### src/hdl/cstt_pkg.sv
// shared types, codes and constants for the child/sibling tree table
`default_nettype none

package cstt_pkg;

    // default table size (slots 1..MAX_NODES, slot 0 means no node)
    localparam int MAX_NODES_DEF = 63;

    // width of the index and count fields on the result port
    localparam int FIELD_W = 6;

    // action codes of an input item
    typedef enum logic [1:0] {
        ACT_INSERT = 2'd0,
        ACT_LOOKUP = 2'd1,
        ACT_CLEAR  = 2'd2
    } action_t;

    // status codes of a result item
    typedef enum logic [1:0] {
        STS_OK        = 2'd0,
        STS_NO_PARENT = 2'd1,
        STS_FULL      = 2'd2,
        STS_NO_VALUE  = 2'd3
    } status_t;

    // which indices a result carries
    typedef enum logic [1:0] {
        RES_NONE   = 2'd0,
        RES_LOOKUP = 2'd1,
        RES_INSERT = 2'd2
    } res_kind_t;

    // controller states
    typedef enum logic [2:0] {
        ST_IDLE   = 3'd0,
        ST_ROOT   = 3'd1,
        ST_SEARCH = 3'd2,
        ST_FC_RD  = 3'd3,
        ST_FC_CHK = 3'd4,
        ST_WALK   = 3'd5,
        ST_FINISH = 3'd6
    } state_t;

    // input item
    typedef struct packed {
        logic [1:0] action;
        logic [7:0] node_key;
        logic [7:0] parent_key;
    } item_t;

    // result item
    typedef struct packed {
        logic [1:0]         status;
        logic [FIELD_W-1:0] node_index;
        logic [FIELD_W-1:0] parent_index;
        logic [FIELD_W-1:0] node_count;
    } result_t;

    // commands from controller to datapath
    typedef struct packed {
        logic      accept;
        logic      clear;
        logic      search_start;
        logic      search_run;
        logic      node_write;
        logic      link_fc;
        logic      walk_step;
        logic      s_load;
        logic      link_ns;
        logic      commit;
        logic      res_load;
        status_t   res_status;
        res_kind_t res_kind;
    } cmd_t;

    // status from datapath to controller
    typedef struct packed {
        logic count_zero;
        logic full;
        logic hit;
        logic miss;
        logic fc_zero;
        logic ns_zero;
        logic out_free;
    } stat_t;

endpackage

`default_nettype wire

### src/hdl/cstt_datapath.sv
// node table memories, parent search, sibling walk and result register
`default_nettype none

module cstt_datapath #(
    parameter int MAX_NODES = cstt_pkg::MAX_NODES_DEF
) (
    input  wire logic             clk,
    input  wire logic             rst_n,
    input  wire cstt_pkg::item_t  item,
    input  wire cstt_pkg::cmd_t   cmd,
    output cstt_pkg::stat_t       stat,
    output cstt_pkg::result_t     result,
    output logic                  result_valid,
    input  wire logic             result_stall
);

    localparam int DEPTH = MAX_NODES + 1;
    localparam int IW    = $clog2(DEPTH);
    localparam int OW    = cstt_pkg::FIELD_W;
    localparam logic [IW-1:0] MAX_IDX = IW'(MAX_NODES);
    localparam logic [IW-1:0] ONE_IDX = IW'(1);

    // node table, one entry per slot
    logic [7:0]    value_mem [DEPTH];
    logic [IW-1:0] fc_mem    [DEPTH];
    logic [IW-1:0] ns_mem    [DEPTH];

    logic [IW-1:0] count_reg;
    logic [IW-1:0] scan_reg;
    logic [IW-1:0] cmp_idx_reg;
    logic          cmp_vld_reg;
    logic [IW-1:0] found_reg;
    logic [IW-1:0] s_reg;
    logic [7:0]    key_reg;
    logic [7:0]    nv_reg;
    logic [7:0]    val_q_reg;
    logic [IW-1:0] fc_q_reg;
    logic [IW-1:0] ns_q_reg;
    logic          result_valid_reg;
    cstt_pkg::result_t result_reg;

    logic [IW-1:0]    n_idx;
    logic [IW-1:0]    ns_raddr;
    logic [IW-1:0]    res_node;
    logic [IW-1:0]    res_par;
    logic [IW+OW-1:0] node_ext;
    logic [IW+OW-1:0] par_ext;
    logic [IW+OW-1:0] count_ext;
    logic             out_free;

    // slot of the node being inserted
    assign n_idx = count_reg + ONE_IDX;

    // sibling read follows the first child, then each next link
    assign ns_raddr = cmd.walk_step ? ns_q_reg : fc_q_reg;

    assign out_free = !result_valid_reg || !result_stall;

    // status back to the controller
    always_comb
    begin
        stat.count_zero = (count_reg == '0);
        stat.full       = (count_reg >= MAX_IDX);
        stat.hit        = cmp_vld_reg && (val_q_reg == key_reg);
        stat.miss       = cmp_vld_reg && (val_q_reg != key_reg) && (cmp_idx_reg == count_reg);
        stat.fc_zero    = (fc_q_reg == '0);
        stat.ns_zero    = (ns_q_reg == '0);
        stat.out_free   = out_free;
    end

    // value memory: written on node creation, read by the search
    always_ff @(posedge clk)
    begin
        if (cmd.node_write)
        begin
            value_mem[n_idx] <= nv_reg;
        end
        val_q_reg <= value_mem[scan_reg];
    end

    // first-child memory
    always_ff @(posedge clk)
    begin
        if (cmd.node_write)
        begin
            fc_mem[n_idx] <= '0;
        end
        else if (cmd.link_fc)
        begin
            fc_mem[found_reg] <= n_idx;
        end
        fc_q_reg <= fc_mem[found_reg];
    end

    // next-sibling memory
    always_ff @(posedge clk)
    begin
        if (cmd.node_write)
        begin
            ns_mem[n_idx] <= '0;
        end
        else if (cmd.link_ns)
        begin
            ns_mem[s_reg] <= n_idx;
        end
        ns_q_reg <= ns_mem[ns_raddr];
    end

    // node count and search pipeline flag
    always_ff @(posedge clk or negedge rst_n)
    begin
        if (!rst_n)
        begin
            count_reg   <= '0;
            cmp_vld_reg <= 1'b0;
        end
        else
        begin
            cmp_vld_reg <= cmd.search_run;
            if (cmd.clear)
            begin
                count_reg <= '0;
            end
            else if (cmd.commit)
            begin
                count_reg <= n_idx;
            end
        end
    end

    // item latch, scan pointer, found slot and walk pointer
    always_ff @(posedge clk)
    begin
        cmp_idx_reg <= scan_reg;
        if (cmd.accept)
        begin
            nv_reg    <= item.node_key;
            key_reg   <= (item.action == cstt_pkg::ACT_LOOKUP) ? item.node_key
                                                               : item.parent_key;
            found_reg <= '0;
        end
        else if (cmd.search_run && stat.hit)
        begin
            found_reg <= cmp_idx_reg;
        end
        if (cmd.search_start)
        begin
            scan_reg <= ONE_IDX;
        end
        else if (cmd.search_run && (scan_reg != count_reg))
        begin
            scan_reg <= scan_reg + ONE_IDX;
        end
        if (cmd.s_load)
        begin
            s_reg <= ns_raddr;
        end
    end

    // result index selection
    always_comb
    begin
        res_node = '0;
        res_par  = '0;
        case (cmd.res_kind)
            cstt_pkg::RES_LOOKUP:
            begin
                res_node = found_reg;
            end
            cstt_pkg::RES_INSERT:
            begin
                res_node = count_reg;
                res_par  = found_reg;
            end
            default:
            begin
                res_node = '0;
                res_par  = '0;
            end
        endcase
    end

    assign node_ext  = {{OW{1'b0}}, res_node};
    assign par_ext   = {{OW{1'b0}}, res_par};
    assign count_ext = {{OW{1'b0}}, count_reg};

    // output register
    always_ff @(posedge clk or negedge rst_n)
    begin
        if (!rst_n)
        begin
            result_valid_reg <= 1'b0;
        end
        else if (cmd.res_load)
        begin
            result_valid_reg <= 1'b1;
        end
        else if (!result_stall)
        begin
            result_valid_reg <= 1'b0;
        end
    end

    always_ff @(posedge clk)
    begin
        if (cmd.res_load)
        begin
            result_reg.status       <= cmd.res_status;
            result_reg.node_index   <= node_ext[OW-1:0];
            result_reg.parent_index <= par_ext[OW-1:0];
            result_reg.node_count   <= count_ext[OW-1:0];
        end
    end

    assign result       = result_reg;
    assign result_valid = result_valid_reg;

    // checks
    a_count_bound: assert property (@(posedge clk) disable iff (!rst_n)
        count_reg <= MAX_IDX)
        else $error("node count beyond table size");

    a_commit_room: assert property (@(posedge clk) disable iff (!rst_n)
        cmd.commit |-> (count_reg < MAX_IDX))
        else $error("insert committed into a full table");

    a_link_target: assert property (@(posedge clk) disable iff (!rst_n)
        cmd.link_ns |-> ((s_reg != '0) && (s_reg <= count_reg)))
        else $error("sibling link written to an unfilled slot");

    a_hit_range: assert property (@(posedge clk) disable iff (!rst_n)
        (cmd.search_run && stat.hit) |-> ((cmp_idx_reg != '0) && (cmp_idx_reg <= count_reg)))
        else $error("search hit outside filled slots");

    a_load_free: assert property (@(posedge clk) disable iff (!rst_n)
        cmd.res_load |-> (!result_valid_reg || !result_stall))
        else $error("result overwritten before transfer");

endmodule

`default_nettype wire

### src/hdl/cstt_ctrl.sv
// controller state machine sequencing insert, lookup and clear
`default_nettype none

module cstt_ctrl (
    input  wire logic            clk,
    input  wire logic            rst_n,
    input  wire logic            item_valid,
    input  wire logic [1:0]      action,
    input  wire cstt_pkg::stat_t stat,
    output logic                 item_stall,
    output cstt_pkg::cmd_t       cmd
);

    cstt_pkg::state_t    state_reg;
    cstt_pkg::state_t    state_next;
    logic                op_lookup_reg;
    logic                op_lookup_next;
    cstt_pkg::status_t   res_status_reg;
    cstt_pkg::status_t   res_status_next;
    cstt_pkg::res_kind_t res_kind_reg;
    cstt_pkg::res_kind_t res_kind_next;

    // state and pending result registers
    always_ff @(posedge clk or negedge rst_n)
    begin
        if (!rst_n)
        begin
            state_reg      <= cstt_pkg::ST_IDLE;
            op_lookup_reg  <= 1'b0;
            res_status_reg <= cstt_pkg::STS_OK;
            res_kind_reg   <= cstt_pkg::RES_NONE;
        end
        else
        begin
            state_reg      <= state_next;
            op_lookup_reg  <= op_lookup_next;
            res_status_reg <= res_status_next;
            res_kind_reg   <= res_kind_next;
        end
    end

    // next state and commands
    always_comb
    begin
        state_next      = state_reg;
        op_lookup_next  = op_lookup_reg;
        res_status_next = res_status_reg;
        res_kind_next   = res_kind_reg;
        cmd             = '0;
        cmd.res_status  = res_status_reg;
        cmd.res_kind    = res_kind_reg;
        item_stall      = (state_reg != cstt_pkg::ST_IDLE);

        case (state_reg)
            cstt_pkg::ST_IDLE:
            begin
                if (item_valid)
                begin
                    cmd.accept      = 1'b1;
                    res_status_next = cstt_pkg::STS_OK;
                    res_kind_next   = cstt_pkg::RES_NONE;
                    state_next      = cstt_pkg::ST_FINISH;
                    case (action)
                        cstt_pkg::ACT_INSERT:
                        begin
                            if (stat.full)
                            begin
                                res_status_next = cstt_pkg::STS_FULL;
                            end
                            else if (stat.count_zero)
                            begin
                                state_next = cstt_pkg::ST_ROOT;
                            end
                            else
                            begin
                                cmd.search_start = 1'b1;
                                op_lookup_next   = 1'b0;
                                state_next       = cstt_pkg::ST_SEARCH;
                            end
                        end
                        cstt_pkg::ACT_LOOKUP:
                        begin
                            if (stat.count_zero)
                            begin
                                res_status_next = cstt_pkg::STS_NO_VALUE;
                            end
                            else
                            begin
                                cmd.search_start = 1'b1;
                                op_lookup_next   = 1'b1;
                                state_next       = cstt_pkg::ST_SEARCH;
                            end
                        end
                        cstt_pkg::ACT_CLEAR:
                        begin
                            cmd.clear = 1'b1;
                        end
                        default:
                        begin
                            // unused action: plain ok result
                            state_next = cstt_pkg::ST_FINISH;
                        end
                    endcase
                end
            end
            cstt_pkg::ST_ROOT:
            begin
                cmd.node_write  = 1'b1;
                cmd.commit      = 1'b1;
                res_status_next = cstt_pkg::STS_OK;
                res_kind_next   = cstt_pkg::RES_INSERT;
                state_next      = cstt_pkg::ST_FINISH;
            end
            cstt_pkg::ST_SEARCH:
            begin
                cmd.search_run = 1'b1;
                if (stat.hit)
                begin
                    if (op_lookup_reg)
                    begin
                        res_status_next = cstt_pkg::STS_OK;
                        res_kind_next   = cstt_pkg::RES_LOOKUP;
                        state_next      = cstt_pkg::ST_FINISH;
                    end
                    else
                    begin
                        state_next = cstt_pkg::ST_FC_RD;
                    end
                end
                else if (stat.miss)
                begin
                    res_kind_next   = cstt_pkg::RES_NONE;
                    res_status_next = op_lookup_reg ? cstt_pkg::STS_NO_VALUE
                                                    : cstt_pkg::STS_NO_PARENT;
                    state_next      = cstt_pkg::ST_FINISH;
                end
            end
            cstt_pkg::ST_FC_RD:
            begin
                cmd.node_write = 1'b1;
                state_next     = cstt_pkg::ST_FC_CHK;
            end
            cstt_pkg::ST_FC_CHK:
            begin
                if (stat.fc_zero)
                begin
                    cmd.link_fc     = 1'b1;
                    cmd.commit      = 1'b1;
                    res_status_next = cstt_pkg::STS_OK;
                    res_kind_next   = cstt_pkg::RES_INSERT;
                    state_next      = cstt_pkg::ST_FINISH;
                end
                else
                begin
                    cmd.s_load = 1'b1;
                    state_next = cstt_pkg::ST_WALK;
                end
            end
            cstt_pkg::ST_WALK:
            begin
                if (stat.ns_zero)
                begin
                    cmd.link_ns     = 1'b1;
                    cmd.commit      = 1'b1;
                    res_status_next = cstt_pkg::STS_OK;
                    res_kind_next   = cstt_pkg::RES_INSERT;
                    state_next      = cstt_pkg::ST_FINISH;
                end
                else
                begin
                    cmd.walk_step = 1'b1;
                    cmd.s_load    = 1'b1;
                end
            end
            cstt_pkg::ST_FINISH:
            begin
                if (stat.out_free)
                begin
                    cmd.res_load = 1'b1;
                    state_next   = cstt_pkg::ST_IDLE;
                end
            end
            default:
            begin
                state_next = cstt_pkg::ST_IDLE;
            end
        endcase
    end

endmodule

`default_nettype wire

### src/hdl/child_sibling_tree_table.sv
// top level of the first-child / next-sibling tree table
//
//   channel   direction  handshake             payload
//   item      in         item_valid/item_stall  cstt_pkg::item_t
//   result    out        result_valid/_stall    cstt_pkg::result_t
//
// one item at a time. clear, unused action, empty lookup and full insert go
// straight to the result; a root insert first writes slot 1. the search reads
// one slot a cycle from slot 1: a lookup ends at the hit slot, a miss or a missing
// parent at the last filled slot, and a linked insert then walks the parent's children.
// reset empties the table at once; the node memories need no clearing pass.
// a stalled result holds back the next result; the next item is still taken.
`default_nettype none

module child_sibling_tree_table #(
    parameter int MAX_NODES = cstt_pkg::MAX_NODES_DEF
) (
    input  wire logic              clk,
    input  wire logic              rst_n,
    input  wire logic              item_valid,
    output logic                   item_stall,
    input  wire cstt_pkg::item_t   item,
    output logic                   result_valid,
    input  wire logic              result_stall,
    output cstt_pkg::result_t      result
);

    cstt_pkg::cmd_t  cmd;
    cstt_pkg::stat_t stat;

    // sequencing
    cstt_ctrl u_ctrl (
        .clk        (clk),
        .rst_n      (rst_n),
        .item_valid (item_valid),
        .action     (item.action),
        .stat       (stat),
        .item_stall (item_stall),
        .cmd        (cmd)
    );

    // table and result datapath
    cstt_datapath #(
        .MAX_NODES (MAX_NODES)
    ) u_datapath (
        .clk          (clk),
        .rst_n        (rst_n),
        .item         (item),
        .cmd          (cmd),
        .stat         (stat),
        .result       (result),
        .result_valid (result_valid),
        .result_stall (result_stall)
    );

endmodule

`default_nettype wire
### config.mk
export PLATFORM = sky130hd
export DESIGN_NAME = child_sibling_tree_table
export DESIGN_NICKNAME = d
export VERILOG_FILES = /design/src/hdl/cstt_pkg.sv /design/src/hdl/cstt_datapath.sv /design/src/hdl/cstt_ctrl.sv /design/src/hdl/child_sibling_tree_table.sv
export SDC_FILE = /design/constraint.sdc
export NUM_CORES = 2
export LEC_CHECK = 0
export BUFFER_PORTS_ARGS = -buffer_cell sky130_fd_sc_hd__buf_2
export CAP_MARGIN = 20
export CORE_ASPECT_RATIO = 1.4
export CORE_UTILIZATION = 62
export CTS_CLUSTER_DIAMETER = 30
export CTS_CLUSTER_SIZE = 25
export DETAILED_ROUTE_END_ITERATION = 10
export PLACE_DENSITY = 0.85
export SYNTH_ARGS = -nofsm -noshare
export SYNTH_HDL_FRONTEND = slang
export SYNTH_SLANG_ARGS = --single-unit
### constraint.sdc
create_clock -name clk -period 6.42 [get_ports clk]
set_input_delay 1.605 -clock clk [delete_from_list [all_inputs] [get_ports clk]]
set_output_delay 1.605 -clock clk [all_outputs]
set_load 0.01 [all_outputs]
-- Word level (Yosys, flattened, before mapping)
Memory sizes are Yosys's and may differ from the RTL's. A register that Yosys moved wholly into a read port is not among the register bits.
Cells that the tools add are included.
- $add $sub $neg: 2
- order comparisons: 1
- eq/ne operators: 24
- multiplexer cells: 74
- reductions and logical operators: 23
- operator list (operator ; number):
    $mux 6 ; 7
    $mux 2 ; 19
    $mux 3 ; 10
    $mux 1 ; 27
    $pmux 3 s7 ; 1
    $pmux 2 s5 ; 2
    $logic_not 6->1 ; 3
    $add 6x1->6 const B ; 2
    $ne 2x2->1 const B ; 6
    $pmux 6 s2 ; 1
    $reduce_and 6->1 ; 2
    $reduce_or 6->1 ; 2
    $eq 3x3->1 const B ; 3
    $eq 8x8->1 ; 1
    $mux 8 ; 1
    $ne 8x8->1 ; 1
    $eq 3x2->1 const B ; 2
    $eq 6x6->1 ; 1
    $ge 6x6->1 const B ; 1
    $ne 6x6->1 ; 1
    $pmux 1 s2 ; 3
    $pmux 3 s2 ; 1
    $logic_and 1x1->1 ; 5
    $reduce_bool 5->1 ; 1
    other kinds (16) ; 21
- bits in registers: 76
- memory bits (writable): 1280
- input port bits: 22
- output and inout bits: 22
- logic and storage cells: 144
- memories: 3
- memories (memory ; depth ; width ; rd ports ; clocked after Yosys merged registers in ; wr ports ; line ; RTL):
    u_datapath.value_mem ; 64 ; 8 ; 1 ; 1 ; 1 ; cstt_datapath.sv:24 ; logic [7:0] value_mem [DEPTH];
    u_datapath.fc_mem ; 64 ; 6 ; 1 ; 1 ; 1 ; cstt_datapath.sv:25 ; logic [IW-1:0] fc_mem [DEPTH];
    u_datapath.ns_mem ; 64 ; 6 ; 1 ; 1 ; 1 ; cstt_datapath.sv:26 ; logic [IW-1:0] ns_mem [DEPTH];

-- Logic depth before layout (Yosys ltp)
- depth after elaboration: 8
- gate-level depth with buffers: 12
- depth with buffers taken out: 8

-- By module
Synthesis repeated with hierarchy kept, for this count alone.
- cell total of the unflattened synthesis: 3425
- area, all modules: 56913.3 sq um
- modules (own cells, without submodules) (module ; instances ; cells each ; area each (sq um) ; seq. area each (sq um)):
    cstt_datapath ; 1 ; 3344 ; 56251.4 ; 40659.0
    cstt_ctrl ; 1 ; 81 ; 661.9 ; 200.2

-- Worst setup path after synthesis
OpenSTA, ideal clock, no wires.
- kind: reg-to-reg
- start: register u_ctrl.state_reg[1]
- end: memory u_datapath.ns_mem[0][5] (netlist name) (data pin)
- setup time: 500 ps
- arrival: 3266 ps
- data required time: 5920 ps
- path slack: 2654 ps
- cell stages (with the launch flop): 9
- buffers on the path: 5
- clock period less this slack: 3766 ps
- path through: dfrtp_1 > clkbuf_2 > and3b_1 > buf_2 > buf_2 > buf_1 > nand2_1 > clkbuf_1 > nor2_1
- word-level cells in the longest chain between the ends: 7
- elaborated cells between the ends (all ways): 11
- those cells by class: 3 x eq/ne; 6 x mux; 2 x reduce/logical
- ends and longest elaborated chain (item ; line ; RTL):
    start: declaration ; cstt_ctrl.sv:14 ; cstt_pkg::state_t state_reg;
    start signal: assignment ; cstt_ctrl.sv:28 ; state_reg <= cstt_pkg::ST_IDLE;
    start signal: assignment ; cstt_ctrl.sv:35 ; state_reg <= state_next;
    $eq 3x3->1, or another cell as far along ; cstt_ctrl.sv:54 ; case (state_reg)
    $mux 1 or $reduce_or 2->1 (tied branches) ; - ;
    $mux 1, on equally long branches ; cstt_datapath.sv:102, cstt_ctrl.sv:54 ;
    $mux 1 (*) ; cstt_datapath.sv:98 ; if (cmd.node_write)
    $mux 1 (implied by the code) (*) ; cstt_datapath.sv:104 ; ns_mem[s_reg] <= n_idx;
    $reduce_or 6->1 (no line) (*) ; - ;
    $mux 6 (no line) (*) ; - ;
    end: declaration ; cstt_datapath.sv:26 ;
Every way passes the cells marked *; elsewhere a longest branch is shown, timed or not.

-- Worst setup path in the final report
- start: register u_ctrl.state_reg[1]
- end: register u_datapath.ns_q_reg[3] (read register of u_datapath.ns_mem)
- word-level cells in the longest chain between the ends: 3
- ends and longest elaborated chain (item ; line ; RTL):
    $eq 3x3->1 ; cstt_ctrl.sv:54 ;
    $mux 1 ; cstt_ctrl.sv:54 ;
    $mux 6 ; cstt_datapath.sv:55 ; assign ns_raddr = cmd.walk_step ? ns_q_reg : fc_q_reg;
    end: declaration ; cstt_datapath.sv:38 ; logic [IW-1:0] ns_q_reg;
Every way passes these cells.
A chain may end at the register's enable or synchronous reset.

==> impl_metrics.ini <==
[cts]
cts-hold-fix-buffers = 0
clk_latency_ns = 0.79
cts_resized = 0
clockBufferDepth = 3
numClockSinks = 1376
cts_tree = yes
cts-root-buf = clkbuf_16
cts_inserted_buffers = 157
clk_pin_slew_ns = 0.08
htree_levels = 4
cts_setup_buffers = 0

[floorplanning]
die_h_um = 353
start_util = 0.626
die_x_um = 252
rows = 128
ios = 44
core_um2 = 87000
dieArea_um2 = 89000

[finish]
drive_above_1_share = 0.228
largestRegisters = u_datapath.value_mem x512, u_datapath.fc_mem x384, u_datapath.ns_mem x384
fin_cells = 4301
regMostFlops = u_datapath.value_mem
seqCellArea_um2 = 40900
finalNetCount = 3027
largest_reg_flops = 512
n_fill_cell = 4776
area.growth.synth_to_final_pct = 12.8
multi_input_area_um2 = 13000

[worst_setup_path]
crit_path_end_kind = register
critPathMaxFanout = 71
crit_required_ns = 7.04
worstSetupPathType = reg -> reg
cp-start-kind = register
rr_startpoint = u_ctrl.state_reg[1]$_DFFE_PN0P_
crit_arrival_ns = 5.07
startpoint = u_ctrl.state_reg[1]$_DFFE_PN0P_

[placed_design]
gp_congestion = 0.957
dp_hpwl_um = 81600
portBuffers = 43
place_ws_ns = 2.11
dpl.cell_count = 4004

[routing]
drt-initial-drc-count = 4713
vias = 30500
wl_per_cell_um = 33.6
drcViolationCount = 0
first_pass_iters = 9
ant_nets = 0
routed_via_density = 7.09
routed_wl_um = 145000

[outcome]
status = finished, final reports clean

[yosys]
synth_ff_type = edfxtp_1
synth_top_area_frac = 0.729
synthDistinctLibCells = 75
yosys_warnings = 0
synth_top_family_by_area = multiplexers
yosysSeqAreaShare = 0.750
synthTopCellsByCount = edfxtp_1 (1,322), mux4_2 (294), nor2_1 (268)
yosys-top-cells-area = edfxtp_1 (73%), mux4_2 (12%), nor2_1 (1.8%), dfxtp_1 (1.4%), mux2i_1 (0.99%)
netlist_area_um2 = 54400
synthXorXnorAreaFrac = 0.00515
synth-edff-count = 1322
postSynth.asyncResetShare = 0.0116
synth_compound_area_frac = 0.0442
syn-instance-count = 2898
syn_area_per_cell_um2 = 18.8
synthMuxAreaShare = 0.137
synth_nets = 2925
synth-simple-area-share = 0.0481
synth_top_area_cell = edfxtp_1
synth.most_common_cell = edfxtp_1
synthAdderAreaFrac = 0.00115
ys_ff_latch = 1376

[timing]
max_freq_mhz = 225
max_slew_margin = 0.207
setup_viol = 0
min_period_ns = 4.45
final-hold-violation-count = 0
tns_ns = 0
rsz0062_at_grt = no
post-route-period-util = 0.693
fin_ws_ns = 1.97
drv_slew = 0
clock_skew_ns = 0.0335
worst_slew_pin_slew_ns = 1.19

[job]
drv_cap = 0

[global_routing]
antenna_found_initial = 6
grt_pass1_wl_um = 210000
grt.total_usage = 0.332
grt_pass1_vias = 31000
grt_max_degree = 102
gr-total-overflow = 0

[worst_hold_path]
min_from = u_datapath.scan_reg[2]$_SDFFE_PP0P_
hold_path.class = reg -> reg

[power_and_ir_drop]
powerDensity_nw_per_um2 = 390
peakVddDrop_mv = 0.277
p_leak_nw = 20.7
## critical path, cell delays in order (launching register included)
cell,delay (ns)
dfrtp_1,0.58
and3b_1,0.30
buf_4,0.30
o211ai_4,0.35
buf_16,0.29
nand2_4,0.09
clkinv_2,0.79
buf_4,0.50
a211oi_1,0.31
a211oi_1,0.11
a211oi_1,0.51
nor4_1,0.12
## final timing paths
check	endpoint	slack [ns]	cells after the start
worst max register to register	u_datapath.ns_q_reg[3]$_DFF_P_	1.97	11
worst min-delay path	u_datapath.cmp_idx_reg[2]$_DFF_P_	0.43	0
max in group asynchronous	u_ctrl.state_reg[0]$_DFFE_PN0P_	5.35	1
worst max-delay path	u_datapath.ns_q_reg[3]$_DFF_P_	1.97	11
min in group asynchronous	u_datapath.count_reg[4]$_DFFE_PN0P_	0.74	1
worst min register to register	u_datapath.cmp_idx_reg[2]$_DFF_P_	0.43	0
## per-layer routing
layer | routed length, um | up-vias | global-route usage
li1 | - | 12000 | -
met1 | 45900 | 15300 | 0.394
met2 | 72600 | 2542 | 0.542
met3 | 15100 | 620 | 0.0824
met4 | 11000 | 2 | 0.213
met5 | 13 | - | 0
## kinds of logic (layout without fill, tap and decap cells)
group,count (synthesis),after routing
simple gates,594,594
other cells,0,5
buf+inv,175,403
xor+xnor,32,32
flops,1376,1376
mux,376,376
fa+ha+maj,5,5
compound gates,340,340
## through the flow
stage	total power [mW]	hold slack (ns)	util	instance area [um^2]
2_1_floorplan	13.5	0.329	-	54400
3_3_place_gp	14.6	0.407	0.644	56000
3_5_place_dp	14.7	0.411	0.644	56000
4_1_cts	23.8	0.431	0.705	61300
5_1_grt	24.4	0.445	0.706	61400
6_report	23.9	0.434	0.706	61400
## placed cells by master (no fill, tap or decap), drive strengths merged, types with 7 or more instances in the layout
master,instances
a211o,16
bufinv,11
a21o,7
clkinv,45
o21ai,53
o311a,7
nor2b,9
nand2,145
a21oi,72
clkinvlp,18
clkbuf,176
a32oi,15
xor2,23
a31oi,21
mux2,28
mux2i,54
a211oi,59
nand3,66
dfrtp,16
o22ai,8
buf,100
nor2,268
a21boi,10
mux4,294
and3,36
and2,12
xnor2,9
nor4,17
dfxtp,38
inv,53
nor3,11
edfxtp,1322
a221oi,16
## power by group
group          internal (mW)  leakage (nW)  switching, mW  total [mW]
combinational           1.67          4.30           2.50        4.17
sequential              10.2          13.9          0.513        10.7
clock                   5.21          2.54           3.89        9.10
total                   17.0          20.7           6.90        23.9
## layout make-up
class / instances / area share
Multi-Input combinational cell: 1347 / 0.212
Clock buffer: 176 / 0.0672
Antenna cell: 5 / 0.000204
Timing Repair Buffer: 100 / 0.0116
Sequential cell: 1376 / 0.665
Clock inverter: 109 / 0.0190
Inverter: 18 / 0.00112
Tap cell: 1170 / 0.0238
Power figures use the tool's default switching activity.
